==> config.mk <==
export PLATFORM = sky130hd
export DESIGN_NAME = pdeth_ctrl
export DESIGN_NICKNAME = d
export VERILOG_FILES = /design/src/rtl/core/pdeth_pkg.sv /design/src/rtl/core/pdeth_ctrl.sv
export SDC_FILE = /design/constraint.sdc
export NUM_CORES = 1
export LEC_CHECK = 0
export BUFFER_PORTS_ARGS = -buffer_cell sky130_fd_sc_hd__buf_2
export CAP_MARGIN = 25
export CELL_PAD_IN_SITES_DETAIL_PLACEMENT = 0
export CELL_PAD_IN_SITES_GLOBAL_PLACEMENT = 2
export CORE_MARGIN = 2
export CORE_UTILIZATION = 17
export DETAILED_ROUTE_END_ITERATION = 10
export PLACE_DENSITY = 0.67
export SLEW_MARGIN = 20
export SYNTH_ARGS = -nofsm -noshare
export SYNTH_HDL_FRONTEND = slang
export SYNTH_SLANG_ARGS = --single-unit
==> constraint.sdc <==
create_clock -name clk -period 0.93 [get_ports clk]
set_input_delay 0.186 -clock clk [delete_from_list [all_inputs] [get_ports clk]]
set_output_delay 0.186 -clock clk [all_outputs]
set_load 0.005 [all_outputs]
==> src/rtl/core/pdeth_pkg.sv <==
// ----------------------------------------------------------------------------
// pdeth_pkg
// types and constants shared by the per-domain event type histogram unit
// ----------------------------------------------------------------------------
package pdeth_pkg;

    localparam logic [14:0] HOST_DOMAIN_ID = 15'h7fff;
    localparam logic [31:0] COUNT_MAX      = 32'hffff_ffff;
    localparam logic [47:0] TOTAL_MAX      = 48'hffff_ffff_ffff;

    typedef enum logic [1:0] {
        STATUS_HIT   = 2'd0,
        STATUS_NEW   = 2'd1,
        STATUS_FULL  = 2'd2,
        STATUS_RANGE = 2'd3
    } status_t;

    typedef struct packed {
        logic [14:0] domain_id;
        logic [31:0] event_type;
    } event_t;

    typedef struct packed {
        status_t     status;
        logic [5:0]  domain_slot;
        logic [3:0]  entry_slot;
        logic [31:0] type_count;
        logic [47:0] domain_total;
    } result_t;

    // controller to datapath
    typedef struct packed {
        logic    clr_wr;
        logic    accept;
        logic    dom_load;
        logic    step;
        logic    finish;
        status_t code;
        logic    out_load;
    } dp_cmd_t;

    // datapath to controller
    typedef struct packed {
        logic clr_last;
        logic bad;
        logic hit;
        logic more;
        logic pending;
        logic full;
        logic out_free;
    } dp_stat_t;

endpackage

==> src/rtl/core/pdeth_ctrl.sv <==
// ----------------------------------------------------------------------------
// pdeth_ctrl
// sequencer: clearing pass, lookup, search walk, finish and result hand-off
// ----------------------------------------------------------------------------
module pdeth_ctrl
    import pdeth_pkg::*;
(
    input  logic     clk,
    input  logic     rst_n,
    input  logic     event_valid,
    output logic     event_stall,
    input  dp_stat_t stat,
    output dp_cmd_t  cmd
);

    typedef enum logic [2:0] {
        S_CLEAR,
        S_IDLE,
        S_DOM,
        S_DLOAD,
        S_SEARCH,
        S_OUT
    } state_t;

    state_t state_reg;
    state_t state_next;

    always_comb
    begin
        state_next = state_reg;
        cmd        = '{clr_wr: 1'b0, accept: 1'b0, dom_load: 1'b0, step: 1'b0,
                       finish: 1'b0, code: STATUS_RANGE, out_load: 1'b0};
        case (state_reg)
            S_CLEAR:
            begin
                cmd.clr_wr = 1'b1;
                if (stat.clr_last)
                begin
                    state_next = S_IDLE;
                end
            end
            S_IDLE:
            begin
                if (event_valid)
                begin
                    cmd.accept = 1'b1;
                    state_next = S_DOM;
                end
            end
            S_DOM:
            begin
                // domain record read is in flight here
                if (stat.bad)
                begin
                    cmd.finish = 1'b1;
                    cmd.code   = STATUS_RANGE;
                    state_next = S_OUT;
                end
                else
                begin
                    state_next = S_DLOAD;
                end
            end
            S_DLOAD:
            begin
                cmd.dom_load = 1'b1;
                state_next   = S_SEARCH;
            end
            S_SEARCH:
            begin
                if (stat.hit)
                begin
                    cmd.finish = 1'b1;
                    cmd.code   = STATUS_HIT;
                    state_next = S_OUT;
                end
                else if (stat.more)
                begin
                    cmd.step = 1'b1;
                end
                else if (!stat.pending)
                begin
                    cmd.finish = 1'b1;
                    cmd.code   = stat.full ? STATUS_FULL : STATUS_NEW;
                    state_next = S_OUT;
                end
            end
            S_OUT:
            begin
                if (stat.out_free)
                begin
                    cmd.out_load = 1'b1;
                    state_next   = S_IDLE;
                end
            end
            default:
            begin
                state_next = S_IDLE;
            end
        endcase
    end

    always_ff @(posedge clk or negedge rst_n)
    begin
        if (!rst_n)
        begin
            state_reg <= S_CLEAR;
        end
        else
        begin
            state_reg <= state_next;
        end
    end

    assign event_stall = (state_reg != S_IDLE);

endmodule

# Yosys cells after proc, flatten, opt, wreduce, memory -nomap -nowiden
# Index checks and enable logic that the tools add are counted.
# classes
n_eq_ne	11
muxes	23
n_reduce_logical	2
# ops
cell	count
$mux W3	11
$pmux W3 S6	1
$mux W1	9
$eq A3 B2 Y1 const B	2
$eq A3 B3 Y1 const B	2
$ne A2 B2 Y1 const B	3
$ne A3 B3 Y1 const B	2
$pmux W3 S2	1
$reduce_and A5 Y1	1
$eq A3 B1 Y1 const B	1
$logic_not A3 Y1	1
$ne A3 B1 Y1 const B	1
$mux W2	1
# word_totals
reg_bits	3
input_bits	10
word_cells	37

# Logic depth before layout (Yosys ltp)
# depth
word_depth	5
mapped_depth	4
mapped_depth_nobuf	3

# Least setup slack after synthesis
# Ideal clock, no wire load.
# synth_path
kind	register to output
startpoint	register state_reg[0]
endpoint	output cmd[4] (netlist name)
arrival_time_ps	901
path_slack_ps	-157
path_stages_with_launch	5
path_buffers	1
path_cell_list	dfrtp_1 > buf_6 > nor2_2 > nand2_1 > nor3b_1
# synth_rtl
item	line	rtl
start: declaration	pdeth_ctrl.sv:25	state_t state_reg;
start signal: assignment	pdeth_ctrl.sv:111	state_reg <= state_next;
end: declaration	pdeth_ctrl.sv:13	output dp_cmd_t cmd

==> results.sh <==
export IMPL_slew_headroom_pct=78.82
export IMPL_synth_fp_nets=51
export IMPL_ys_top_cells_by_area="dfrtp_1 25%, nor2_1 7.4%, o21ai_0 6.6%, nand2_1 4.9%, nand2b_4 4.5%"
export IMPL_intPower_mw=1.118
export IMPL_drv_cap=0
export IMPL_skew_ns=0.0003550
export IMPL_n_fill_cell=193
export IMPL_timing_rr_start="state_reg[1]"
export IMPL_yosysWarnings=0
export IMPL_critical_path_top_delay_family="flip-flops"
export IMPL_met1_usage_pct=11.19
export IMPL_grt_pass1_wl_um=1511
export IMPL_power_share_combinational_pct=69.7
export IMPL_period_minus_slack_ns=1.382
export IMPL_grt_ovfl_total=0
export IMPL_grt_max_degree=10
export IMPL_finalNetCount=88
export IMPL_critPathMaxFanout=8
export IMPL_start_kind="register"
export IMPL_largest_reg_flops=3
export IMPL_cp_cell_sequence="nor2_4, and3_4, o21ai_1, buf_2"
export IMPL_yosys_area_top_type="dfrtp_1"
export IMPL_crit_buf_inv=1
export IMPL_power_density_nw_per_um2=2961
export IMPL_path_clk_slew_ns=0.04
export IMPL_gr_max_usage_layer="met2"
export IMPL_fin_crit_sh_pct=148.6
export IMPL_wl_um=1004
export IMPL_setup_viol=12
export IMPL_clockBufferDepth=2
export IMPL_n_antenna_cell=0
export IMPL_p_switching_mw=0.7120
export IMPL_synth_seq_cells=3
export IMPL_ys_seq_area_share_pct=24.59
export IMPL_gr_usage_met3_pct=1.176
export IMPL_root_buffer="clkbuf_4"
export IMPL_grt_setup_unrepaired="yes"
export IMPL_vias=411
export IMPL_tritoncts="built"
export IMPL_critPathLaunch="state_reg[1]"
export IMPL_io_buffer_count=18
export IMPL_ant_nets=0
export IMPL_synthCells=41
export IMPL_worst_pin_slew_ns=0.3169
export IMPL_cts_made_buffers=3
export IMPL_seqPwrFrac_pct=17.9
export IMPL_drtPass1Iterations=2
export IMPL_clkLatencyLatePin_ns=0.23
export IMPL_die_w_um=46.38
export IMPL_violations="setup timing"
export IMPL_place_congestion=0.6733
export IMPL_swShare_pct=38.90
export IMPL_p_clk_share_pct=12.4
export IMPL_p_leak_nw=0.3000
export IMPL_ir_worst_vdd_v=0.001214
export IMPL_hold_class="in -> async"
export IMPL_grt_pass1_vias=388
export IMPL_grtUsageMet2_pct=16.94
export IMPL_track_usage_pct=10.13
export IMPL_drive_above_1_share_pct=66.23
export IMPL_syn_avg_cell_area_um2=7.446
export IMPL_area_growth_pct=102.5
export IMPL_arrival_ns=1.20
export IMPL_start_util_pct=17.88
export IMPL_drc=0
export IMPL_max_freq_mhz=723.4
export IMPL_place_ws_ns=-0.2969
export IMPL_routedWlPerCell_um=9.843
export IMPL_worst_ep_required_time_ns=0.74
export IMPL_cts_max_level=1
export IMPL_synth_area_um2=305.3
export IMPL_status="complete, but fails checks"
export IMPL_num_io_pins=19
export IMPL_power_mw=1.830
export IMPL_antenna_found_initial=0
export IMPL_die_height_um=46.38
export IMPL_slew_viol_final=0
export IMPL_core_area_um2=1708
export IMPL_cts_sinks=3
export IMPL_critical_path_class="reg -> out"
export IMPL_drt_initial_drc_count=5
export IMPL_vias_per_cell=4.029
export IMPL_synth_cell_types=26
export IMPL_core_rowCount=15
export IMPL_synth_top_cell_area_share_pct=24.59
export IMPL_finalHoldViolCount=0
export IMPL_place_hpwl_um=675.8
export IMPL_slowest_delay_ns=0.47
export IMPL_fin_ws_ns=-0.4524
export IMPL_end_kind="output port"
export IMPL_setup_tns_ns=-4.243
export IMPL_slowest_stage="dfrtp_2"
export IMPL_die_area_um2=2151
export IMPL_whs_ns=0.2793
final timing paths:
kind | to | slack (ns) | depth (start not counted)
max | cmd[1] | -0.45 | 4
min | state_reg[2] | 0.28 | 2
max reg2reg | state_reg[2] | -0.35 | 4
min reg2reg | state_reg[1] | 0.69 | 2
max in group asynchronous | state_reg[1] | 0.53 | 2
min in group clk | state_reg[2] | 0.32 | 3
layout make-up:
cell class	instances	area, um^2	share of cell area [%]
Timing Repair Buffer	35	232.7	37.65
Tap cell	25	31.28	5.061
Clock buffer	4	26.28	4.251
Multi-Input combinational cell	32	239.0	38.66
Inverter	3	11.26	1.822
Sequential cell	3	77.57	12.55
cells in the mapped netlist (all sizes together):
| cell | count |
|---|---|
| nor2 | 7 |
| nand2 | 4 |
| o21ai | 4 |
| buf | 3 |
| dfrtp | 3 |
| inv | 3 |
| nand2b | 2 |
| nor2b | 2 |
| a2111oi | 1 |
| a21oi | 1 |
| a22oi | 1 |
| a31oi | 1 |
| and2b | 1 |
| and3 | 1 |
| nand3b | 1 |
| nor3 | 1 |
| nor3b | 1 |
| o211ai | 1 |
| o21bai | 1 |
| o22a | 1 |
| o22ai | 1 |
through the flow:
step                      cell area [um^2]  cells  util [%]
after CTS                            580.6     98     33.99
after global placement               465.4     87     27.25
after global routing                 618.1    102     36.19
after detailed placement             465.4     87     27.25
final                                618.1    102     36.19
after floorplan                      326.6     41         -
cell families (layout without fill, tap and decap cells):
| logic type | Yosys count | after routing | synth area share (%) |
|---|---|---|---|
| buffers and inverters | 6 | 42 | 11.47 |
| and+or+nand+nor | 20 | 20 | 38.53 |
| DFF | 3 | 3 | 24.59 |
| AOI/OAI and AO/OA | 12 | 12 | 25.41 |
cell usage in the layout (no fill, tap or decap), types with 2 or more instances in the layout:
cell type,instances
nor2_4,2
clkbuf_4,3
buf_6,4
buf_4,11
o21ai_1,2
buf_2,19
dfrtp_2,2
nand2_2,2
inv_1,3
nand2_1,2
nor2_1,4
power by group through the flow:
stage | logic, mW | clock network, mW | registers [mW]
4_1_cts | 1.14 | 0.242 | 0.316
2_1_floorplan | 0.691 | 0 | 0.227
6_report | 1.28 | 0.226 | 0.328
3_5_place_dp | 0.846 | 0 | 0.307
5_1_grt | 1.41 | 0.261 | 0.337
3_3_place_gp | 0.849 | 0 | 0.309
routing by layer:
metal	share of wire, %	vias to the layer above	routed length, um
li1	-	212	-
met1	43	187	429
met2	53	12	530
met3	4.4	0	44
met4	0	0	0
met5	0	-	0
timing repair:
action,in CTS,in global routing
gates resized for setup,11,3
gates cloned,0,1
pin swaps,8,4
endpoints found under the hold margin,3,0
endpoints found under the setup margin,12,12
setup buffers,6,3
hold buffers,1,0
(Power assumes the default switching activity.)
